[config.mk]
export PLATFORM = sky130hd
export DESIGN_NAME = hti_blend
export DESIGN_NICKNAME = d
export VERILOG_FILES = /design/src/hti_pkg.sv /design/src/hti_blend.sv
export SDC_FILE = /design/constraint.sdc
export NUM_CORES = 1
export LEC_CHECK = 0
export BUFFER_PORTS_ARGS = -buffer_cell sky130_fd_sc_hd__buf_2
export CAP_MARGIN = 20
export CORE_MARGIN = 4
export CORE_UTILIZATION = 30
export DETAILED_ROUTE_END_ITERATION = 8
export SYNTH_ARGS = -nofsm -noshare
export SYNTH_HDL_FRONTEND = slang
export SYNTH_SLANG_ARGS = --single-unit
[constraint.sdc]
create_clock -name clk -period 7.3 [get_ports clk]
set_input_delay 1.095 -clock clk [delete_from_list [all_inputs] [get_ports clk]]
set_output_delay 1.095 -clock clk [all_outputs]
set_load 0.005 [all_outputs]
[src/hti_pkg.sv]
// shared widths, register indexes and types of the height map interpolation unit
package hti_pkg;

  localparam int ADDR_W   = 16;
  localparam int HEIGHT_W = 8;
  localparam int COORD_W  = 18;
  localparam int OUT_W    = 16;
  localparam int FRAC_W   = 8;
  localparam int CFG_W    = 9;
  localparam int CFG_IDX_W = 1;

  localparam logic [CFG_IDX_W-1:0] REG_ROW_STRIDE = 1'd0;
  localparam logic [CFG_IDX_W-1:0] REG_COL_LIMIT  = 1'd1;

  localparam logic CMD_WRITE = 1'b0;
  localparam logic CMD_QUERY = 1'b1;

  typedef logic [HEIGHT_W-1:0] height_t;

  typedef struct packed {
    height_t            a;
    height_t            b;
    height_t            c;
    height_t            d;
    logic [FRAC_W-1:0]  dx;
    logic [FRAC_W-1:0]  dz;
  } blend_in_t;

endpackage

[src/hti_blend.sv]
// two-stage triangle blend of four corner heights
module hti_blend (
  input  logic                     clk,
  input  logic                     rst,
  input  logic                     start,
  input  hti_pkg::blend_in_t       blend_in,
  output logic                     done,
  output logic [hti_pkg::OUT_W-1:0] result
);
  import hti_pkg::*;

  logic               low_tri;
  logic [8:0]         f1, f2;
  logic signed [8:0]  e1, e2;
  height_t            base;
  logic signed [18:0] p1, p2;
  logic signed [19:0] sum;

  height_t            base_q;
  logic signed [18:0] p1_q, p2_q;
  logic               v1;

  always_comb begin
    low_tri = ~(9'({1'b0, blend_in.dx} + {1'b0, blend_in.dz}) >= 9'd256);
    if (low_tri) begin
      base = blend_in.a;
      f1   = {1'b0, blend_in.dx};
      f2   = {1'b0, blend_in.dz};
      e1   = $signed({1'b0, blend_in.b}) - $signed({1'b0, blend_in.a});
      e2   = $signed({1'b0, blend_in.c}) - $signed({1'b0, blend_in.a});
    end else begin
      base = blend_in.d;
      f1   = 9'd256 - {1'b0, blend_in.dx};
      f2   = 9'd256 - {1'b0, blend_in.dz};
      e1   = $signed({1'b0, blend_in.c}) - $signed({1'b0, blend_in.d});
      e2   = $signed({1'b0, blend_in.b}) - $signed({1'b0, blend_in.d});
    end
    p1  = 19'($signed({1'b0, f1}) * e1);
    p2  = 19'($signed({1'b0, f2}) * e2);
    sum = $signed({4'b0, base_q, 8'b0}) + 20'(p1_q) + 20'(p2_q);
  end

  always_ff @(posedge clk) begin
    if (rst) begin
      v1   <= 1'b0;
      done <= 1'b0;
    end else begin
      v1   <= start;
      done <= v1;
    end
  end

  always_ff @(posedge clk) begin
    if (start) begin
      base_q <= base;
      p1_q   <= p1;
      p2_q   <= p2;
    end
    if (v1) begin
      result <= sum[OUT_W-1:0];
    end
  end

endmodule
==> impl_metrics.ini, run 1 <==
[status]
status = finished, final reports clean

[routing]
wl_um = 23600
vias = 7223
ant_nets = 0
dr.pass1.iters = 5
wl_per_cell_um = 15.0
viasPerCell = 4.58
first_iter_violations = 391
drt_drc_violations_left = 0

[clocking]
cts_tree = built
clk_latency_ns = 0.33
cts.sinks = 58
cts_buffer_depth = 2
cts.clk_slew.worst_paths_ns = 0.05
cts-root-buf = clkbuf_16
numCtsBuffers = 9
h-tree-depth = 3

[synth]
synth_top_cell_by_area = fa_1
netlist_area_mm2 = 0.00948
syn_nets = 1277
synth_top_area_share_pct = 23.7
synth_warnings = 0
async_flop_share_pct = 0
synthCells = 967
synth_edf_count = 56
synthTopCellsByCount = ha_1, inv_1, fa_1
synthTopCellsByArea = fa_1, ha_1, edfxtp_1
synth_ff_type = edfxtp_1
yosysSeqAreaShare_pct = 18.2
synth.ff_latch_count = 58
avgSynthCellArea_um2 = 9.80
yosysUniqueCellTypes = 60

[sta]
max_freq_mhz = 143
maxSlewViolCount = 0
skew_ns = 0.0114
relSlewSlack_pct = 36.7
finalHoldViolCount = 0
setup_viol = 0
fin_crit_sh_pct = 95.9
post-route-min-period_ns = 7.00
tightest_slew_ns = 0.949

[critical_path]
timing.rr.end = result[15]
critPathLaunchType = primary input
critPathBufInv = 5
crit_path_max_incr_delay_ns = 0.55
criticalPathCategory = primary input to register
slowest_stage = fa_1
path_common_cell = fa_1
rr_worst_depth = 11
r2r_start = p1_q[1]
cp_data_required_time_ns = 7.39
end_kind = register
rrSetupSlack_ns = 4.03
path_delay_family = adder cells
path_max_fanout = 2
worst_ep_arrival_time_ns = 7.09

[global_routing]
overflow = 0
grt_pass1_vias = 7546
grt_usage_pct = 14.1
grt_max_degree = 42
grt_pass1_wl_um = 38300
antenna_found_initial = 1

[placed_design]
place.gp.congestion = 0.944
portBuffers = 67
dp_hpwl_um = 20700

[hold_path]
holdPathStages = 1
hp-start = p2_q[0]
min_to = result[0]
hp-class = register to register

[run]
maxCapViolCount = 0

[floorplan]
die_h_um = 186
die_area_mm2 = 0.0345
start_util_pct = 30.7
num_rows = 64
ios = 68
core_area_mm2 = 0.0309
fp.dieW_um = 186

[final_layout]
nNetsFinal = 1485
layout.filler_cells = 3103
syn2layout_area_growth_pct = 23.4
fin_util_pct = 37.9
drive_above_1_share_pct = 22.6
antennaDiodeCount = 0
## layout make-up
class / count / area (um2) / share of cell area (%)
multi-input cells: 756 / 7240 / 61.9
flip-flops and latches: 58 / 1720 / 14.7
repair buffers: 203 / 1380 / 11.8
inverters: 147 / 552 / 4.72
well taps: 396 / 495 / 4.23
clock buffers: 10 / 229 / 1.96
clock inverters: 6 / 81.3 / 0.695
## sequential cells by signal, summed over array words and instances, names as in the netlist
register / flops
p1_q: 16
p2_q: 16
result: 16
base_q: 8
done: 1
v1: 1
## layer usage
layer | wire [um] | GRT usage, %
met5 | 0 | 0
met4 | 435 | 3.38
met3 | 1210 | 2.01
met2 | 11000 | 23.3
met1 | 11000 | 19.6
## worst max path at each step
stage | endpoint | startpoint | slack, ns | cells past startpoint
global placement | p2_q[15] | blend_in[2] | -0.20 | 27
detailed placement | p2_q[15] | blend_in[2] | -0.23 | 27
floorplan | p2_q[15] | blend_in[24] | 0.08 | 28
finish | p2_q[15] | blend_in[17] | 0.30 | 28
CTS | p2_q[15] | blend_in[2] | 0.11 | 27
global route | p2_q[15] | blend_in[17] | -0.03 | 28
## per-stage QoR
stage	setup TNS, ns	worst slack [ns]	area [um2]	hold WS, ns	instances
2_1_floorplan	0	0.0820	9480	0.513	967
3_3_place_gp	-0.366	-0.205	11300	0.579	1558
3_5_place_dp	-0.480	-0.230	11300	0.570	1558
4_1_cts	0	0.108	11600	0.593	1574
5_1_grt	-0.0603	-0.0269	11700	0.604	1576
6_report	0	0.298	11700	0.583	1576
## what timing repair did
| action | 4_1_cts | 5_1_grt |
|---|---|---|
| hold buffers | 0 | 0 |
| setup buffers | 0 | 2 |
| gates resized for setup | 0 | 22 |
| setup endpoints to repair | 0 | 4 |
## cell usage in the layout, fill, tap and decap left out, types with 7 or more instances in the layout
master	count
inv_1	147
buf_4	134
ha_1	147
o21ai_0	23
nor2_1	108
nand2b_1	30
clkbuf_16	9
o21a_1	7
a21oi_2	7
xor2_1	28
nor2b_1	13
edfxtp_1	56
o21ai_1	12
and2_1	11
buf_2	67
fa_1	111
a21o_1	15
nand2_1	73
a21oi_1	34
xnor2_1	50
## worst register-to-register path: stages, from the launching register on
cell and delay [ns]:
edfxtp_1 0.40, ha_1 0.31, ha_1 0.23, fa_1 0.41
a21o_1 0.20, a21oi_1 0.28, o21ai_0 0.14, a31o_2 0.28
a211oi_1 0.33, o31ai_1 0.12, a21oi_1 0.20, xnor2_1 0.11
## kinds of logic after synthesis
family | after synthesis | share of synthesized area [%]
AOI/OAI and AO/OA | 132 | 9.20
xor gates and xnor gates | 86 | 8.49
adders and majority gates | 259 | 43.1
buffers and inverters | 153 | 6.35
DFF | 58 | 18.2
muxes | 9 | 1.31
and+or+nand+nor | 270 | 13.4
Power of run 1 is left out: the tool's default activity adds up to more than one toggle a clock period on the data nets, which glitch-free logic cannot reach.
==> inputs of run 2 (changes only) <==
Settings changed: MAX_ROUTING_LAYER from default to met4.
==> impl_metrics.ini, run 2 (synthesis results as in run 1) <==
[critical_path]
critPathLaunchType = primary input
slowest_stage = fa_1
path_max_fanout = 3
worst_ep_arrival_time_ns = 7.14
criticalPathCategory = primary input to register
cp_data_required_time_ns = 7.38
crit_path_max_incr_delay_ns = 0.54
r2r_start = p1_q[1]
crit_start = blend_in[32]
end_kind = register
path_common_cell = fa_1

[run]
maxCapViolCount = 0

[sta]
maxSlewViolCount = 0
max_freq_mhz = 142
post-route-min-period_ns = 7.06
tightest_slew_ns = 0.996
skew_ns = 0.0109
setup_tns_ns = 0
relSlewSlack_pct = 33.6
fin_crit_sh_pct = 96.7
finalHoldViolCount = 0
setup_viol = 0

[global_routing]
gr-max-usage-layer = met2
overflow = 0
grt_usage_pct = 14.6
use_met1_pct = 19.5
grt_pass1_wl_um = 38700
antenna_found_initial = 2
grt_max_degree = 42
grt_pass1_vias = 7573
grtUsageMet2_pct = 23.6
grtUsageMet3_pct = 1.95

[clocking]
cts_buffer_depth = 2
numCtsBuffers = 9
cts.clk_slew.worst_paths_ns = 0.06
clk_latency_ns = 0.33
holdBufCountCts = 0
cts-root-buf = clkbuf_16
h-tree-depth = 3
cts.sinks = 58
cts_tree = built

[routing]
viasPerCell = 4.53
dr.pass1.iters = 5
first_iter_violations = 375
drt_drc_violations_left = 0
ant_nets = 0
vias = 7219
wl_um = 24000
wl_per_cell_um = 15.0

[placed_design]
portBuffers = 67
dp_hpwl_um = 21200
place.gp.congestion = 0.950

[floorplan]
die_h_um = 186
start_util_pct = 30.7
die_area_mm2 = 0.0345
fp.dieW_um = 186
core_area_mm2 = 0.0309
ios = 68
num_rows = 64

[hold_path]
hp-start = p2_q[0]
hp-class = register to register

[final_layout]
syn2layout_area_growth_pct = 24.3
nNetsFinal = 1501
top_regs = p1_q (16), p2_q (16), result (16)
multi_input_area_mm2 = 0.00722
layout.filler_cells = 3072
seq_area_mm2 = 0.00172
drive_above_1_share_pct = 23.7
final_common_cell = buf_4
mostFrequentLayoutCells = buf_4, inv_1, ha_1

[status]
status = finished, final reports clean
-- run 2: cell count changes in the layout (fill, tap and decap cells not counted), sizes merged --
cell | previous run | this run
buf | 203 | 219
bufinv | 2 | 1
clkbuf | 10 | 9
clkinvlp | 0 | 1
diode | 0 | 2
inv | 147 | 148
-- run 2: repair_timing --
action                     CTS  global route
pin swaps                    0             5
setup endpoints to repair    1             4
resized for setup            2            13
buffers inserted             0             6
-- run 2: area by class of cell --
cell class / instances / share of cell area (%)
multi-input cells: 756 / 61.2
flip-flops and latches: 58 / 14.6
repair buffers: 219 / 12.6
inverters: 147 / 4.68
well taps: 396 / 4.21
clock buffers: 9 / 1.91
clock inverters: 7 / 0.658
diodes: 2 / 0.0425
-- run 2: path summary, 6_finish.rpt --
check | end | cells after the start | slack [ns]
max | p2_q[15] | 30 | 0.24
min | result[0] | 1 | 0.58
max reg2reg | result[15] | 11 | 4.05
min reg2reg | result[0] | 1 | 0.58
-- run 2: worst max-delay path: cells and delay by family --
kind | cells | cell delay (ns)
compound gates | 7 | 1.14
xor+xnor | 3 | 0.45
fa+ha+maj | 8 | 3.24
buf+inv | 7 | 0.55
simple gates | 5 | 0.62
-- run 2: stage by stage --
stage	instances	hold WS (ns)	util, %	instance area (um2)	worst slack, ns
2_1_floorplan	967	0.513	-	9480	0.0820
3_3_place_gp	1570	0.577	36.8	11400	-0.293
3_5_place_dp	1570	0.566	36.8	11400	-0.345
4_1_cts	1586	0.589	37.8	11700	0.113
5_1_grt	1594	0.611	38.1	11800	-0.0224
6_report	1594	0.583	38.1	11800	0.240
-- run 2: routing by layer --
layer	routed length [um]	up-vias
li1	-	3609
met1	11300	3408
met2	11100	173
met3	954	29
met4	544	0
met5	0	-
Power of run 2 is left out for the same reason.
==> inputs of run 3 (changes only) <==
Settings changed: BUFFER_PORTS_ARGS -buffer_cell sky130_fd_sc_hd__buf_2 to default, CORE_UTILIZATION 30 to 60, DONT_BUFFER_PORTS from default to 1, PLACE_DENSITY from default to 0.79.
==> impl_metrics.ini, run 3 (synthesis results as in run 1) <==
[routing]
viasPerCell = 5.60
wl_per_cell_um = 17.8
drt_drc_violations_left = 0
vias = 7026
dr.pass1.iters = 5
wl_um = 22300
first_iter_violations = 418
ant_nets = 0

[final_layout]
top_regs = p1_q (16), p2_q (16), result (16)
fin_area_mm2 = 0.0106
antennaDiodeCount = 0
nNetsFinal = 1349
multi_input_area_mm2 = 0.00723
drive_above_1_share_pct = 12.4
mostFrequentLayoutCells = inv_1, ha_1, fa_1
seq_area_mm2 = 0.00172
final_cells = 1255
layout.filler_cells = 1169
fin_util_pct = 69.2
syn2layout_area_growth_pct = 11.8

[critical_path]
slowest_stage = fa_1
crit_path_max_incr_delay_ns = 0.55
path_max_fanout = 6
criticalPathCategory = primary input to register
worst_ep_arrival_time_ns = 7.09
cp_data_required_time_ns = 7.37
end_kind = register
critPathLaunchType = primary input

[floorplan]
fp.dieW_um = 134
die_h_um = 134
num_rows = 45
die_area_mm2 = 0.0179
core_area_mm2 = 0.0153
start_util_pct = 61.9
ios = 68

[global_routing]
grt_pass1_vias = 7522
antenna_found_initial = 0
overflow = 0
grt_pass1_wl_um = 36800
grt_max_degree = 42
grt_usage_pct = 26.8

[sta]
maxSlewViolCount = 0
post-route-min-period_ns = 7.02
fin_crit_sh_pct = 96.1
skew_ns = 0.00510
relSlewSlack_pct = 55.3
max_freq_mhz = 143
finalHoldViolCount = 0
tightest_slew_ns = 0.664
setup_ws_ns = 0.285
setup_viol = 0

[clocking]
cts_tree = built
cts.sinks = 58
h-tree-depth = 3
cts_buffer_depth = 2
cts-root-buf = clkbuf_16
cts.clk_slew.worst_paths_ns = 0.05
numCtsBuffers = 9
clk_latency_ns = 0.33

[hold_path]
hp-class = register to register

[status]
status = finished, final reports clean

[placed_design]
place.gp.congestion = 1.01
dp_cells = 1231
dp_hpwl_um = 18500
place_area_mm2 = 0.0101
post-place-ws_ns = -0.134
portBuffers = 0

[run]
maxCapViolCount = 0
[run 3: cell types whose count changed in the layout (fill, tap and decap cells not counted), sizes merged]
cell | previous run | this run
buf | 219 | 66
bufinv | 1 | 2
clkbuf | 9 | 11
clkinv | 4 | 3
clkinvlp | 1 | 0
diode | 2 | 0
inv | 148 | 147
o22ai | 1 | 2
[run 3: metal layers]
layer	vias to the layer above	track usage (%)	part of all wire (%)
met1	3400	32.0	40
met2	255	44.3	49
met5	-	-	0
li1	3311	-	-
met4	0	10.1	3.8
met3	60	6.38	7.8
[run 3: layout make-up]
type,count,area share (%)
Inverter,147,5.21
Timing Repair Buffer,66,4.79
Clock buffer,11,2.29
Tap cell,211,2.49
Clock inverter,5,0.744
Multi-Input combinational cell,757,68.2
Sequential cell,58,16.2
[run 3: repair_timing]
| item | in CTS | in global routing |
|---|---|---|
| hold buffers | 0 | 0 |
| buffers inserted | 0 | 7 |
| endpoints found under the setup margin | 0 | 3 |
| resized for setup | 0 | 14 |
[run 3: worst paths after layout]
| kind | startpoint | endpoint | slack, ns | cells past startpoint |
|---|---|---|---|---|
| setup / recovery | blend_in[2] | p2_q[15] | 0.28 | 27 |
| hold / removal | p2_q[0] | result[0] | 0.56 | 1 |
| setup reg to reg | p1_q[1] | result[15] | 4.03 | 11 |
| hold reg to reg | p2_q[0] | result[0] | 0.56 | 1 |
[run 3: worst max-delay path: cells and delay by family]
| family | cells | cell delay, ns |
|---|---|---|
| fa+ha+maj | 8 | 3.03 |
| buf+inv | 4 | 0.30 |
| compound gates | 7 | 1.49 |
| xor+xnor | 3 | 0.44 |
| simple gates | 5 | 0.71 |
[run 3: per-stage QoR]
stage | hold WS (ns) | TNS, ns
global route | 0.591 | -0.0108
detailed placement | 0.550 | -0.210
floorplan | 0.513 | 0
CTS | 0.561 | 0
global placement | 0.556 | 0
finish | 0.555 | 0
Power of run 3 is left out for the same reason.
